## src/hdl/mtcp_pkg.sv

```systemverilog
// Shared types, codes and result builders for the MIDI track chunk parser.
package mtcp_pkg;

    localparam int QDepth = 4;
    localparam int QAw    = $clog2(QDepth);

    localparam logic [31:0] TagMtrk   = 32'h4d54726b;
    localparam logic [7:0]  StSysex   = 8'hf0;
    localparam logic [7:0]  StEscape  = 8'hf7;
    localparam logic [7:0]  StMeta    = 8'hff;
    localparam logic [7:0]  MtSeqNum  = 8'h00;
    localparam logic [7:0]  MtEot     = 8'h2f;
    localparam logic [7:0]  MtTempo   = 8'h51;
    localparam logic [7:0]  MtSmpte   = 8'h54;
    localparam logic [7:0]  MtTimeSig = 8'h58;
    localparam logic [7:0]  MtKeySig  = 8'h59;

    typedef enum logic [4:0] {
        K_TRACK_START = 5'd0,  K_NOTE = 5'd1, K_POLY = 5'd2, K_CONTROL = 5'd3,
        K_PROGRAM = 5'd4, K_CHAN_PRESS = 5'd5, K_BEND = 5'd6, K_SYSEX = 5'd7,
        K_SEQNUM = 5'd8, K_TEXT = 5'd9, K_EOT = 5'd10, K_TEMPO = 5'd11,
        K_SMPTE = 5'd12, K_TIMESIG = 5'd13, K_KEYSIG = 5'd14,
        K_TRACK_END = 5'd15, K_ERROR = 5'd16
    } t_kind;

    typedef enum logic [2:0] {
        E_NONE = 3'd0, E_NO_TAG = 3'd1, E_SYSEX_CONT = 3'd2,
        E_NO_STATUS = 3'd3, E_BAD_STATUS = 3'd4
    } t_err;

    typedef struct packed {
        t_kind       kind;
        logic [4:0]  channel;
        logic [7:0]  first_data;
        logic [6:0]  second_data;
        logic        has_data;
        logic [39:0] meta_value;
        logic [7:0]  meta_type;
        logic [31:0] event_ticks;
        t_err        error_code;
        logic        last;
    } t_res;

    function automatic t_res mk(t_kind k, logic [31:0] ticks);
        t_res r;
        r = '0;
        r.kind = k;
        r.event_ticks = ticks;
        return r;
    endfunction

    function automatic t_res err_res(t_err e, logic [31:0] ticks);
        t_res r;
        r = mk(K_ERROR, ticks);
        r.error_code = e;
        return r;
    endfunction

    function automatic t_res chan_res(logic [7:0] rs, logic [4:0] ch, logic [7:0] d1,
                                      logic [6:0] d2, logic [31:0] ticks);
        t_res r;
        r = mk(K_NOTE, ticks);
        r.channel = ch;
        r.first_data = d1;
        r.second_data = d2;
        r.has_data = 1'b1;
        case (rs[7:4])
            4'h8: r.second_data = '0;
            4'hA: r.kind = K_POLY;
            4'hB: r.kind = K_CONTROL;
            4'hC: begin
                r.kind = K_PROGRAM;
                r.has_data = 1'b0;
                r.second_data = '0;
            end
            4'hD: begin
                r.kind = K_CHAN_PRESS;
                r.has_data = 1'b0;
                r.second_data = '0;
            end
            4'hE: r.kind = K_BEND;
            default: ;
        endcase
        return r;
    endfunction

    function automatic logic meta_known(logic [7:0] mt);
        return mt == MtSeqNum || mt == MtEot || mt == MtTempo || mt == MtSmpte ||
               mt == MtTimeSig || mt == MtKeySig;
    endfunction

    function automatic t_res meta_res(logic [7:0] mt, logic [39:0] v, logic [31:0] ticks);
        t_res r;
        r = mk(K_EOT, ticks);
        unique case (mt)
            MtSeqNum: begin
                r.kind = K_SEQNUM;
                r.meta_value = {24'd0, v[15:0]};
            end
            MtTempo: begin
                r.kind = K_TEMPO;
                r.meta_value = {16'd0, v[23:0]};
            end
            MtSmpte: begin
                r.kind = K_SMPTE;
                r.meta_value = {1'b0, v[38:0]};
            end
            MtTimeSig: begin
                r.kind = K_TIMESIG;
                r.meta_value = {8'd0, v[31:0]};
            end
            MtKeySig: begin
                r.kind = K_KEYSIG;
                r.meta_value = {24'd0, v[15:0]};
            end
            default: ;
        endcase
        return r;
    endfunction

endpackage

```

## src/hdl/mtcp_if.sv

```systemverilog
// Byte and event channel interfaces.
interface mtcp_byte_if;
    logic       valid;
    logic       ready;
    logic [7:0] data_byte;
    logic       chunk_start;
    modport source (output valid, data_byte, chunk_start, input ready);
    modport sink (input valid, data_byte, chunk_start, output ready);
endinterface

interface mtcp_event_if;
    logic        valid;
    logic        ready;
    logic [4:0]  kind;
    logic [4:0]  channel;
    logic [7:0]  first_data;
    logic [6:0]  second_data;
    logic        has_data;
    logic [39:0] meta_value;
    logic [7:0]  meta_type;
    logic [31:0] event_ticks;
    logic [2:0]  error_code;
    logic        last;
    modport source (output valid, kind, channel, first_data, second_data, has_data,
                    meta_value, meta_type, event_ticks, error_code, last, input ready);
    modport sink (input valid, kind, channel, first_data, second_data, has_data,
                  meta_value, meta_type, event_ticks, error_code, last, output ready);
endinterface

```

## src/hdl/mtcp_front.sv

```systemverilog
// Byte classifier and parse state: turns one byte into up to two events.
module mtcp_front
    import mtcp_pkg::*;
(
    input  logic       i_clk,
    input  logic       i_rst_n,
    input  logic       i_cfg_we,
    input  logic [4:0] i_cfg_wdata,
    input  logic       i_take,
    input  logic [7:0] i_byte,
    input  logic       i_start,
    output logic [1:0] o_push_cnt,
    output t_res       o_res0,
    output t_res       o_res1
);

    typedef enum logic [18:0] {
        P_WAIT      = 19'h00001, P_TAG1     = 19'h00002, P_TAG2    = 19'h00004,
        P_TAG3      = 19'h00008, P_LEN0     = 19'h00010, P_LEN1    = 19'h00020,
        P_LEN2      = 19'h00040, P_LEN3     = 19'h00080, P_DELTA   = 19'h00100,
        P_STATUS    = 19'h00200, P_DATA1    = 19'h00400, P_DATA2   = 19'h00800,
        P_SX_LEN    = 19'h01000, P_SX_DATA  = 19'h02000, P_META_TYPE = 19'h04000,
        P_META_LEN  = 19'h08000, P_META_DATA = 19'h10000, P_DONE   = 19'h20000,
        P_HALT      = 19'h40000
    } t_phase;

    localparam logic [18:0] BodyMask = 19'h1ff00;

    t_phase      r_phase, n_phase;
    logic [31:0] r_bytes_left, n_bytes_left;
    logic [31:0] r_varlen, n_varlen;
    logic [7:0]  r_rs, n_rs;
    logic [4:0]  r_chan, n_chan;
    logic        r_sxp, n_sxp;
    logic [31:0] r_tick, n_tick;
    logic [39:0] r_fs, n_fs;
    logic [31:0] r_pl, n_pl;
    logic [7:0]  r_meta, n_meta;
    logic [4:0]  r_sel;

    t_res        res [2];
    logic [1:0]  cnt;
    logic        fin;
    logic        pass;
    logic [31:0] va;
    logic [31:0] pl_dec;
    logic        is_text;

    always_comb begin
        n_phase = r_phase;
        n_bytes_left = r_bytes_left;
        n_varlen = r_varlen;
        n_rs = r_rs;
        n_chan = r_chan;
        n_sxp = r_sxp;
        n_tick = r_tick;
        n_fs = r_fs;
        n_pl = r_pl;
        n_meta = r_meta;
        res[0] = '0;
        res[1] = '0;
        cnt = '0;
        fin = 1'b0;
        pass = (r_sel == 5'd0) || (r_sel == r_chan);
        va = {r_varlen[24:0], i_byte[6:0]};
        pl_dec = r_pl - 32'd1;
        is_text = (r_meta >= 8'h01) && (r_meta <= 8'h0f);
        if (i_start) begin
            n_phase = P_TAG1;
            n_bytes_left = '0;
            n_varlen = '0;
            n_rs = '0;
            n_chan = '0;
            n_sxp = 1'b0;
            n_tick = '0;
            n_fs = {32'd0, i_byte};
            n_pl = '0;
            n_meta = '0;
        end else begin
            if (|(r_phase & BodyMask) && r_bytes_left != 32'd0) begin
                n_bytes_left = r_bytes_left - 32'd1;
            end
            unique case (r_phase)
                P_TAG1, P_TAG2: begin
                    n_fs = {r_fs[31:0], i_byte};
                    n_phase = (r_phase == P_TAG1) ? P_TAG2 : P_TAG3;
                end
                P_TAG3: begin
                    if ({r_fs[23:0], i_byte} == TagMtrk) begin
                        n_phase = P_LEN0;
                        n_bytes_left = '0;
                        n_fs = '0;
                    end else begin
                        n_fs = {r_fs[31:0], i_byte};
                        res[cnt[0]] = err_res(E_NO_TAG, r_tick);
                        cnt = cnt + 2'd1;
                        n_phase = P_HALT;
                    end
                end
                P_LEN0, P_LEN1, P_LEN2: begin
                    n_bytes_left = {r_bytes_left[23:0], i_byte};
                    n_phase = (r_phase == P_LEN0) ? P_LEN1 :
                              (r_phase == P_LEN1) ? P_LEN2 : P_LEN3;
                end
                P_LEN3: begin
                    n_bytes_left = {r_bytes_left[23:0], i_byte};
                    res[cnt[0]] = mk(K_TRACK_START, r_tick);
                    cnt = cnt + 2'd1;
                    fin = 1'b1;
                end
                P_DELTA: begin
                    n_varlen = va;
                    if (!i_byte[7]) begin
                        n_tick = r_tick + va;
                        n_phase = P_STATUS;
                    end
                end
                P_STATUS: begin
                    if (r_sxp && i_byte != StEscape) begin
                        res[cnt[0]] = err_res(E_SYSEX_CONT, r_tick);
                        cnt = cnt + 2'd1;
                        n_phase = P_HALT;
                    end else if (!i_byte[7]) begin
                        if (!r_rs[7]) begin
                            res[cnt[0]] = err_res(E_NO_STATUS, r_tick);
                            cnt = cnt + 2'd1;
                            n_phase = P_HALT;
                        end else if (r_rs[7:5] == 3'b110) begin
                            if (pass) begin
                                res[cnt[0]] = chan_res(r_rs, r_chan, i_byte, 7'd0, r_tick);
                                cnt = cnt + 2'd1;
                            end
                            fin = 1'b1;
                        end else begin
                            n_fs = {32'd0, i_byte};
                            n_phase = P_DATA2;
                        end
                    end else if (i_byte < StSysex) begin
                        n_rs = {i_byte[7:4], 4'd0};
                        n_chan = {1'b0, i_byte[3:0]} + 5'd1;
                        n_phase = P_DATA1;
                    end else if (i_byte == StSysex || i_byte == StEscape) begin
                        n_rs = '0;
                        n_meta = i_byte;
                        n_varlen = '0;
                        n_phase = P_SX_LEN;
                    end else if (i_byte == StMeta) begin
                        n_rs = '0;
                        n_phase = P_META_TYPE;
                    end else begin
                        res[cnt[0]] = err_res(E_BAD_STATUS, r_tick);
                        cnt = cnt + 2'd1;
                        n_phase = P_HALT;
                    end
                end
                P_DATA1: begin
                    if (r_rs[7:5] == 3'b110) begin
                        if (pass) begin
                            res[cnt[0]] = chan_res(r_rs, r_chan, i_byte, 7'd0, r_tick);
                            cnt = cnt + 2'd1;
                        end
                        fin = 1'b1;
                    end else begin
                        n_fs = {32'd0, i_byte};
                        n_phase = P_DATA2;
                    end
                end
                P_DATA2: begin
                    if (pass) begin
                        res[cnt[0]] = chan_res(r_rs, r_chan, r_fs[7:0], i_byte[6:0], r_tick);
                        cnt = cnt + 2'd1;
                    end
                    fin = 1'b1;
                end
                P_SX_LEN: begin
                    n_varlen = va;
                    if (!i_byte[7]) begin
                        n_pl = va;
                        if (va == 32'd0) begin
                            n_sxp = (r_meta == StSysex || r_sxp) && r_meta != StEscape;
                            fin = 1'b1;
                        end else begin
                            n_phase = P_SX_DATA;
                        end
                    end
                end
                P_SX_DATA: begin
                    n_pl = pl_dec;
                    res[cnt[0]] = mk(K_SYSEX, r_tick);
                    res[cnt[0]].first_data = i_byte;
                    res[cnt[0]].last = (pl_dec == 32'd0);
                    cnt = cnt + 2'd1;
                    if (pl_dec == 32'd0) begin
                        n_sxp = (r_meta == StSysex || r_sxp) && i_byte != StEscape;
                        fin = 1'b1;
                    end
                end
                P_META_TYPE: begin
                    n_meta = i_byte;
                    n_varlen = '0;
                    n_phase = P_META_LEN;
                end
                P_META_LEN: begin
                    n_varlen = va;
                    if (!i_byte[7]) begin
                        n_pl = va;
                        n_fs = '0;
                        if (va != 32'd0) begin
                            n_phase = P_META_DATA;
                        end else begin
                            if (is_text) begin
                                res[cnt[0]] = mk(K_TEXT, r_tick);
                                res[cnt[0]].meta_type = r_meta;
                                res[cnt[0]].last = 1'b1;
                                cnt = cnt + 2'd1;
                            end else if (meta_known(r_meta)) begin
                                res[cnt[0]] = meta_res(r_meta, 40'd0, r_tick);
                                cnt = cnt + 2'd1;
                            end
                            fin = 1'b1;
                        end
                    end
                end
                P_META_DATA: begin
                    n_pl = pl_dec;
                    n_fs = {r_fs[31:0], i_byte};
                    if (is_text) begin
                        res[cnt[0]] = mk(K_TEXT, r_tick);
                        res[cnt[0]].first_data = i_byte;
                        res[cnt[0]].has_data = 1'b1;
                        res[cnt[0]].meta_type = r_meta;
                        res[cnt[0]].last = (pl_dec == 32'd0);
                        cnt = cnt + 2'd1;
                        fin = (pl_dec == 32'd0);
                    end else if (pl_dec == 32'd0) begin
                        if (meta_known(r_meta)) begin
                            res[cnt[0]] = meta_res(r_meta, {r_fs[31:0], i_byte}, r_tick);
                            cnt = cnt + 2'd1;
                        end
                        fin = 1'b1;
                    end
                end
                default: ;
            endcase
            // close the event: end the track once the body count is spent
            if (fin) begin
                if (n_bytes_left == 32'd0) begin
                    res[cnt[0]] = mk(K_TRACK_END, r_tick);
                    cnt = cnt + 2'd1;
                    n_phase = P_DONE;
                end else begin
                    n_phase = P_DELTA;
                    n_varlen = '0;
                end
            end
        end
    end

    assign o_push_cnt = i_take ? cnt : 2'd0;
    assign o_res0 = res[0];
    assign o_res1 = res[1];

    always_ff @(posedge i_clk) begin
        if (!i_rst_n) begin
            r_phase <= P_WAIT;
            r_bytes_left <= '0;
            r_varlen <= '0;
            r_rs <= '0;
            r_chan <= '0;
            r_sxp <= 1'b0;
            r_tick <= '0;
            r_fs <= '0;
            r_pl <= '0;
            r_meta <= '0;
            r_sel <= '0;
        end else begin
            if (i_cfg_we) begin
                r_sel <= i_cfg_wdata;
            end
            if (i_take) begin
                r_phase <= n_phase;
                r_bytes_left <= n_bytes_left;
                r_varlen <= n_varlen;
                r_rs <= n_rs;
                r_chan <= n_chan;
                r_sxp <= n_sxp;
                r_tick <= n_tick;
                r_fs <= n_fs;
                r_pl <= n_pl;
                r_meta <= n_meta;
            end
        end
    end

endmodule

```

## src/hdl/mtcp_queue.sv

```systemverilog
// Event queue between the parser and the output channel: two pushes, one pop.
module mtcp_queue
    import mtcp_pkg::*;
(
    input  logic       i_clk,
    input  logic       i_rst_n,
    input  logic [1:0] i_push_cnt,
    input  t_res       i_res0,
    input  t_res       i_res1,
    output logic       o_room,
    output logic       o_valid,
    input  logic       i_ready,
    output t_res       o_res
);

    t_res             r_mem [QDepth];
    logic [QAw-1:0]   r_head, r_tail;
    logic [QAw:0]     r_count;
    logic             pop;

    assign o_room  = r_count <= (QAw+1)'(QDepth - 2);
    assign o_valid = r_count != '0;
    assign o_res   = r_mem[r_head];
    assign pop     = o_valid && i_ready;

    always_ff @(posedge i_clk) begin
        if (i_push_cnt != 2'd0) begin
            r_mem[r_tail] <= i_res0;
        end
        if (i_push_cnt == 2'd2) begin
            r_mem[r_tail + QAw'(1)] <= i_res1;
        end
    end

    always_ff @(posedge i_clk) begin
        if (!i_rst_n) begin
            r_head <= '0;
            r_tail <= '0;
            r_count <= '0;
        end else begin
            r_tail <= r_tail + QAw'(i_push_cnt);
            if (pop) begin
                r_head <= r_head + QAw'(1);
            end
            r_count <= r_count + (QAw+1)'(i_push_cnt) - (QAw+1)'(pop);
        end
    end

endmodule

```

## src/hdl/midi_track_chunk_parser.sv

```systemverilog
// Top level of the MIDI track chunk parser.
//   channel   dir  words
//   i_byte    in   one track byte with chunk-start flag
//   o_event   out  one parsed event, error or payload byte
//   i_cfg_*   in   channel filter register, 5 bits
// One byte per cycle; each byte is parsed in the cycle it is accepted and
// yields zero, one or two events into a four-entry queue.
// Bytes are taken while the queue has room for two events, so a stalled
// output holds the input once three or four events are pending.
// Reset clears the parse state and the filter; no clearing pass.
module midi_track_chunk_parser
    import mtcp_pkg::*;
(
    input  logic       i_clk,
    input  logic       i_rst_n,
    input  logic       i_cfg_we,
    input  logic [4:0] i_cfg_wdata,
    mtcp_byte_if.sink    i_byte,
    mtcp_event_if.source o_event
);

    logic       room;
    logic       take;
    logic [1:0] push_cnt;
    t_res       res0, res1, head;

    assign i_byte.ready = room;
    assign take = i_byte.valid && room;

    mtcp_front u_front (
        .i_clk      (i_clk),
        .i_rst_n    (i_rst_n),
        .i_cfg_we   (i_cfg_we),
        .i_cfg_wdata(i_cfg_wdata),
        .i_take     (take),
        .i_byte     (i_byte.data_byte),
        .i_start    (i_byte.chunk_start),
        .o_push_cnt (push_cnt),
        .o_res0     (res0),
        .o_res1     (res1)
    );

    mtcp_queue u_queue (
        .i_clk     (i_clk),
        .i_rst_n   (i_rst_n),
        .i_push_cnt(push_cnt),
        .i_res0    (res0),
        .i_res1    (res1),
        .o_room    (room),
        .o_valid   (o_event.valid),
        .i_ready   (o_event.ready),
        .o_res     (head)
    );

    assign o_event.kind        = head.kind;
    assign o_event.channel     = head.channel;
    assign o_event.first_data  = head.first_data;
    assign o_event.second_data = head.second_data;
    assign o_event.has_data    = head.has_data;
    assign o_event.meta_value  = head.meta_value;
    assign o_event.meta_type   = head.meta_type;
    assign o_event.event_ticks = head.event_ticks;
    assign o_event.error_code  = head.error_code;
    assign o_event.last        = head.last;

endmodule

```

## src/flat_wrapper.sv

```systemverilog
// flat-port wrapper written by rule: the top's interface ports become plain ports
module midi_track_chunk_parser_flat import mtcp_pkg::*;
  (i_clk, i_rst_n, i_cfg_we, i_cfg_wdata, i_byte_valid, i_byte_data_byte, i_byte_chunk_start, i_byte_ready, o_event_valid, o_event_kind, o_event_channel, o_event_first_data, o_event_second_data, o_event_has_data, o_event_meta_value, o_event_meta_type, o_event_event_ticks, o_event_error_code, o_event_last, o_event_ready);
  mtcp_byte_if i_byte_i ();
  mtcp_event_if o_event_i ();
  input  logic i_clk;
  input  logic i_rst_n;
  input  logic i_cfg_we;
  input  logic [4:0] i_cfg_wdata;
  input wire logic [$bits(i_byte_i.valid)-1:0] i_byte_valid;
  input wire logic [$bits(i_byte_i.data_byte)-1:0] i_byte_data_byte;
  input wire logic [$bits(i_byte_i.chunk_start)-1:0] i_byte_chunk_start;
  output wire logic [$bits(i_byte_i.ready)-1:0] i_byte_ready;
  output wire logic [$bits(o_event_i.valid)-1:0] o_event_valid;
  output wire logic [$bits(o_event_i.kind)-1:0] o_event_kind;
  output wire logic [$bits(o_event_i.channel)-1:0] o_event_channel;
  output wire logic [$bits(o_event_i.first_data)-1:0] o_event_first_data;
  output wire logic [$bits(o_event_i.second_data)-1:0] o_event_second_data;
  output wire logic [$bits(o_event_i.has_data)-1:0] o_event_has_data;
  output wire logic [$bits(o_event_i.meta_value)-1:0] o_event_meta_value;
  output wire logic [$bits(o_event_i.meta_type)-1:0] o_event_meta_type;
  output wire logic [$bits(o_event_i.event_ticks)-1:0] o_event_event_ticks;
  output wire logic [$bits(o_event_i.error_code)-1:0] o_event_error_code;
  output wire logic [$bits(o_event_i.last)-1:0] o_event_last;
  input wire logic [$bits(o_event_i.ready)-1:0] o_event_ready;
  assign i_byte_i.valid = i_byte_valid;
  assign i_byte_i.data_byte = i_byte_data_byte;
  assign i_byte_i.chunk_start = i_byte_chunk_start;
  assign i_byte_ready = i_byte_i.ready;
  assign o_event_valid = o_event_i.valid;
  assign o_event_kind = o_event_i.kind;
  assign o_event_channel = o_event_i.channel;
  assign o_event_first_data = o_event_i.first_data;
  assign o_event_second_data = o_event_i.second_data;
  assign o_event_has_data = o_event_i.has_data;
  assign o_event_meta_value = o_event_i.meta_value;
  assign o_event_meta_type = o_event_i.meta_type;
  assign o_event_event_ticks = o_event_i.event_ticks;
  assign o_event_error_code = o_event_i.error_code;
  assign o_event_last = o_event_i.last;
  assign o_event_i.ready = o_event_ready;
  midi_track_chunk_parser u_core (.i_clk(i_clk), .i_rst_n(i_rst_n), .i_cfg_we(i_cfg_we), .i_cfg_wdata(i_cfg_wdata), .i_byte(i_byte_i), .o_event(o_event_i));
endmodule
```

## config.mk

```make
export PLATFORM = sky130hd
export DESIGN_NAME = midi_track_chunk_parser_flat
export DESIGN_NICKNAME = d
export VERILOG_FILES = /design/src/hdl/mtcp_pkg.sv /design/src/hdl/mtcp_if.sv /design/src/hdl/mtcp_front.sv /design/src/hdl/mtcp_queue.sv /design/src/hdl/midi_track_chunk_parser.sv /design/src/flat_wrapper.sv
export SDC_FILE = /design/constraint.sdc
export NUM_CORES = 1
export LEC_CHECK = 0
export BUFFER_PORTS_ARGS = -buffer_cell sky130_fd_sc_hd__buf_2
export CAP_MARGIN = 20
export CELL_PAD_IN_SITES_DETAIL_PLACEMENT = 0
export CELL_PAD_IN_SITES_GLOBAL_PLACEMENT = 2
export CORE_UTILIZATION = 42
export DETAILED_ROUTE_END_ITERATION = 10
export PLACE_DENSITY = 0.89
export REMOVE_ABC_BUFFERS = 1
export SYNTH_ARGS = -nofsm -noshare
export SYNTH_HDL_FRONTEND = slang
export SYNTH_SLANG_ARGS = --single-unit
```

## constraint.sdc

```tcl
create_clock -name i_clk -period 34.9 [get_ports i_clk]
set_clock_uncertainty 0.1 [all_clocks]
set_input_delay 1.745 -clock i_clk [delete_from_list [all_inputs] [get_ports i_clk]]
set_output_delay 1.745 -clock i_clk [all_outputs]
set_load 0.02 [all_outputs]
```

**Yosys cells after proc, flatten, opt, wreduce, memory -nomap -nowiden**

Memory sizes are Yosys's and may differ from the RTL's. A register that Yosys moved wholly into a read port is not among the register bits.
Index checks and enable logic that the tools add are counted.

- Register bits after elaboration: 212
- Bits in writable memories: 440
- Output and inout port bits: 112
- Memories: 1

- $add $sub $neg: 10
- Magnitude comparators: 6
- Eq/ne operators: 57
- Multiplexer cells: 142
- Bitwise operators: 1
- Reductions and logical operators: 56

Memories:

| memory | depth | width | read ports | clocked after Yosys merged registers in | wr ports | RTL line | source |
|---|---|---|---|---|---|---|---|
| u_core.u_queue.r_mem | 4 | 110 | 1 | 1 | 2 | mtcp_queue.sv:16 | `t_res r_mem [QDepth];` |

Operators with widths:

| cell | number |
|---|---|
| 110-bit two-way mux | 12 |
| 110-bit one-hot mux with 8 select lines | 1 |
| 220-bit two-way mux | 3 |
| 108-bit two-way mux | 5 |
| 32-bit two-way mux | 16 |
| 109-bit two-way mux | 4 |
| 19-bit two-way mux | 15 |
| 31-bit two-way mux | 8 |
| 220-bit bitwise mux | 1 |
| 19-bit one-hot mux with 9 select lines | 1 |
| 39-bit one-hot mux with 4 select lines | 1 |
| 31-bit one-hot mux with 5 select lines | 1 |
| 32-bit one-hot mux with 2 select lines | 2 |
| 8-bit two-way mux | 14 |
| 110-bit demux with 1-bit select | 1 |
| 32-bit logical NOT | 3 |
| 32-bit one-hot mux with 3 select lines | 1 |
| 32-bit nonzero test | 2 |
| 32-bit by 1-bit subtractor with 32-bit output (second input constant) | 2 |
| 3-bit inequality test (second input constant) | 12 |
| 32-bit adder | 1 |
| 32-bit by 31-bit equality test with 1-bit output (second input constant) | 1 |
| 8-bit by 7-bit equality test with 1-bit output (second input constant) | 4 |
| 8-bit equality test (second input constant) | 4 |
| other kinds (67) | 157 |

**Depth between registers and ports, before layout**

- Depth after elaboration: 21
- Mapped depth: 24

**Hierarchy**

Synthesis repeated with hierarchy kept, for this count alone.

- Cell total of the unflattened synthesis: 3072
- Area, all modules: 36232.2 sq um

Modules (own cells, without submodules):

| module | instances | cells each | area each (sq um) | seq. area each (sq um) |
|---|---|---|---|---|
| mtcp_queue | 1 | 1111 | 21570.7 | 13392.8 |
| mtcp_front | 1 | 1960 | 14655.3 | 3883.7 |
| midi_track_chunk_parser | 1 | 1 | 6.3 | 0.0 |

**Least setup slack after synthesis**

Ideal clock, no wire load.

- Path type: input port to flip-flop
- From: input port i_byte_data_byte[0]
- To: memory u_core.u_queue.r_mem[3][0] (netlist bit), enable pin
- Library setup time: 743 ps
- Data arrival time: 12623 ps
- Required time: 34057 ps
- Path slack: 21434 ps
- Stages on the path: 17
- Cell sequence: clkbuf_1 inv_1 ha_1 nor2b_1 nand3_1 nor4_1 and2_1 o21a_1 or2_2 nor4_1 and2_1 inv_4 buf_4 ha_1 and2_1 o21ai_0 a21boi_0

RTL lines:

| item | RTL line | source |
|---|---|---|
| start, declared | flat_wrapper.sv:11 | `input wire logic [$bits(i_byte_i.data_byte)-1:0] i_byte_data_byte;` |
| end, declared | mtcp_queue.sv:16 |  |

==> run metrics <==
power density cells 51.2 nW/µm²; initial antenna violation count 0; Max-Cap Viols 0; final worst slack 27690 ps; DR WL/cell 22.9 µm; CTS max path bufs 3; first-pass GRT wire length 138 mm; CTS sink count 639; status finished with violations; Root Driver clkbuf_16; clock latency on the worst-skew pair slightly above 600 ps; CP required about 35000 ps; share of power burned in registers 46.4%; Final Hold Fails 0; clock slew at reported path FFs 60 ps; Slew Viols, Final 0; PortBufs 129; cts hold-fix bufs 0; mean post-synth cell area 10.9 µm²; Logic pwr share 12.6%; Yosys warning total 0; Psw roughly 470 µW; largest net degree at the start of global routing 76; post-CTS sizing 0; dominant synthesized flop cell edfxtp_1; post-route ant nets 0; Final Power 1.79 mW; hold slack final 359 ps; Peak VDD IR 0.0326 mV; Max transition margin 25.2%; Fillers 6638; grt ovf 0; Final Net Count roughly 3000; Worst Path Arrival 7330 ps; DRT Pass-1 Iters 11; setup repair bufs after CTS 0; Initial Util 42.7%; FF+latch count, synth 639; Via Count ~23000; sequential area share after synthesis 54.7%; Final min period 7210 ps; CP most frequent cell ha_1; gr usage total 23.8%; unrepaired setup endpoints after global routing false; Clock Power Share 41.0%; Diodes inserted 0; RD Place Congestion between 0.8 and 0.9; switch share 26.4%; Worst-Margin Slew 1120 ps; number of global-route vias before repair 22490; CP Max Fanout 61; DRC viols 9; Die ar. 75700 µm²; cell row count between 90 and 100; Die Y-Extent 275 µm; CTS Buf Count 70; critical-path cell list buf_2 -> ha_1 -> nand4_1 -> or4_1 -> nand2b_1 -> o21ai_0 -> nor4_1 -> and2_1 -> inv_4 -> ha_1 -> nor3b_1 -> or2_2 -> a32o_4 -> buf_4; Syn Inst Count 2877; critical path endpoint category register; final period utilization roughly 21%; Layout Utilization 47.6%; Synth cell types 97; f_max 139 MHz; cell area after synthesis 31300 µm²; vias per inst 5.90; CP peak stage delay 820 ps; IO Pins 131; WL final 90.3 mm; setup slack after placement about 27000 ps; Max stage delay cell, worst path buf_4; P&R area growth vs syn 11.7%; internal power 1.32 mW; Post-synth EDFFs about 440; Leakage 11.3 nW; CP Launch Type input port; violations in the final reports design-rule violations; worst hold path type reg2reg; TritonCTS clock tree done; layout cells sized above 1 15.3%; DP HPWL approximately 58 mm; Setup TNS Final 0 ps; CTS H-Tree Depth 3; Starting DRT DRC Count 2077; core area 73500 µm²; Setup Viol. Count Final 0; Chip Width 275 µm; ys async rst share 0%; CP Class in2reg
==> cells in the mapped netlist, types with 7 or more instances <==
| library cell | number | area, µm² |
|---|---|---|
| a22o_1 | 39 | 342 |
| or3_1 | 26 | 163 |
| a21o_1 | 14 | 105 |
| nor3_1 | 62 | 310 |
| and2_1 | 24 | 150 |
| o22ai_1 | 7 | 43.8 |
| o31ai_1 | 8 | 60.1 |
| mux4_2 | 109 | 2450 |
| a22oi_1 | 65 | 488 |
| xnor2_1 | 50 | 438 |
| or4_1 | 16 | 120 |
| clkbuf_1 | 116 | 435 |
| and3_1 | 13 | 81.3 |
| xor2_1 | 25 | 219 |
| or2_2 | 18 | 113 |
| dfxtp_1 | 203 | 4060 |
| mux2i_1 | 17 | 170 |
| nand4b_1 | 8 | 70.1 |
| nand3_1 | 71 | 355 |
| nor2b_1 | 25 | 156 |
| o21a_1 | 22 | 165 |
| nor4_1 | 48 | 300 |
| nor4b_1 | 8 | 70.1 |
| buf_6 | 10 | 113 |
| buf_2 | 21 | 105 |
| nor2_1 | 620 | 2330 |
| edfxtp_1 | 436 | 13100 |
| o21ai_0 | 104 | 521 |
| a21oi_1 | 118 | 591 |
| nand2b_1 | 30 | 188 |
| nand4_1 | 41 | 257 |
| a31oi_1 | 11 | 68.8 |
| buf_4 | 24 | 180 |
| nand2_1 | 234 | 878 |
| buf_1 | 24 | 90.1 |
| inv_1 | 16 | 60.1 |
| ha_1 | 41 | 513 |
| a2111oi_0 | 8 | 70.1 |
==> metrics by stage <==
step,cell area [µm²],std cells
global placement,32700,3820
global route,35000,3949
floorplan,30500,2698
CTS,35000,3947
detailed placement,32700,3820
finish,35000,3949
==> worst paths after layout <==
path,slack (ps),to,startpoint,cells past startpoint
max,27690,u_core.u_queue.r_mem[2][33]$_DFFE_PP_,i_byte_data_byte[1],14
min,360,u_core.u_front.r_fs[28]$_SDFFE_PN0P_,u_core.u_front.r_fs[28]$_SDFFE_PN0P_,2
max reg2reg,27920,u_core.u_queue.r_mem[2][33]$_DFFE_PP_,u_core.u_front.r_pl[6]$_SDFFE_PN0P_,14
min reg2reg,360,u_core.u_front.r_fs[28]$_SDFFE_PN0P_,u_core.u_front.r_fs[28]$_SDFFE_PN0P_,2
==> layout by cell type, fill, tap and decap left out, types with 71 or more instances in the layout <==
cell       netlist  final
nand3_1         71     71
o21ai_0        104    104
mux4_2         109    109
edfxtp_1       436    436
clkbuf_16        0     72
nor2_1         620    617
nand2_1        234    234
buf_2           21    130
dfxtp_1        203    201
a21oi_1        118    115
==> layout make-up <==
type,count,area (µm²),share of cell area (%)
Inverter,19,76.3,0.218
Timing Repair Buffer,165,921,2.63
Tap cell,959,1200,3.43
Clock buffer,100,2040,5.82
Multi-Input combinational cell,2040,13300,38.1
Clock inverter,27,262,0.747
Sequential cell,639,17200,49.0
==> logic make-up after synthesis <==
kind of cell / Yosys count / synth area share (%)
AO/OA/AOI/OAI: 487 / 10.6
AND/OR/NAND/NOR: 1287 / 19.1
other: 1 / 0.0120
flip-flops: 639 / 54.7
XOR/XNOR: 75 / 2.10
adder cells (fa/ha/maj): 47 / 1.94
buffers and inverters: 214 / 3.18
multiplexers: 127 / 8.41
==> critical path, delay by kind of cell <==
| family | cells | cell delay, ps |
|---|---|---|
| adders and majority gates | 2 | 740 |
| and+or+nand+nor | 7 | 2160 |
| AOI/OAI and AO/OA | 2 | 1050 |
| buffers and inverters | 3 | 1480 |
==> sequential cells by signal, summed over array words and instances, names as in the netlist, 8 cells and up, named ones only <==
name                         flops
u_core.u_front.r_fs             31
u_core.u_front.r_varlen         25
u_core.u_front.r_meta            8
u_core.u_front.r_phase          19
u_core.u_queue.r_mem           436
u_core.u_front.r_tick           32
u_core.u_front.r_bytes_left     32
u_core.u_front.r_pl             32
==> routing by layer <==
metal / global-route usage, % / up-vias / routed length, µm
met1: 33.7 / 11640 / 40200
met2: 38.3 / 797 / 42600
met5: 0 / - / 0
li1: - / 10734 / -
met4: 6.86 / 0 / 2430
met3: 2.89 / 145 / 5010
==> power by group through the flow <==
stage / registers, mW / clock network [mW] / logic [mW]
after floorplan: 0.861 / 0 / 0.141
after global placement: 0.848 / 0 / 0.228
after detailed placement: 0.849 / 0 / 0.228
after CTS: 0.833 / 0.751 / 0.229
after global routing: 0.834 / 0.780 / 0.243
final: 0.832 / 0.735 / 0.226
Power figures use the tool's default switching activity.
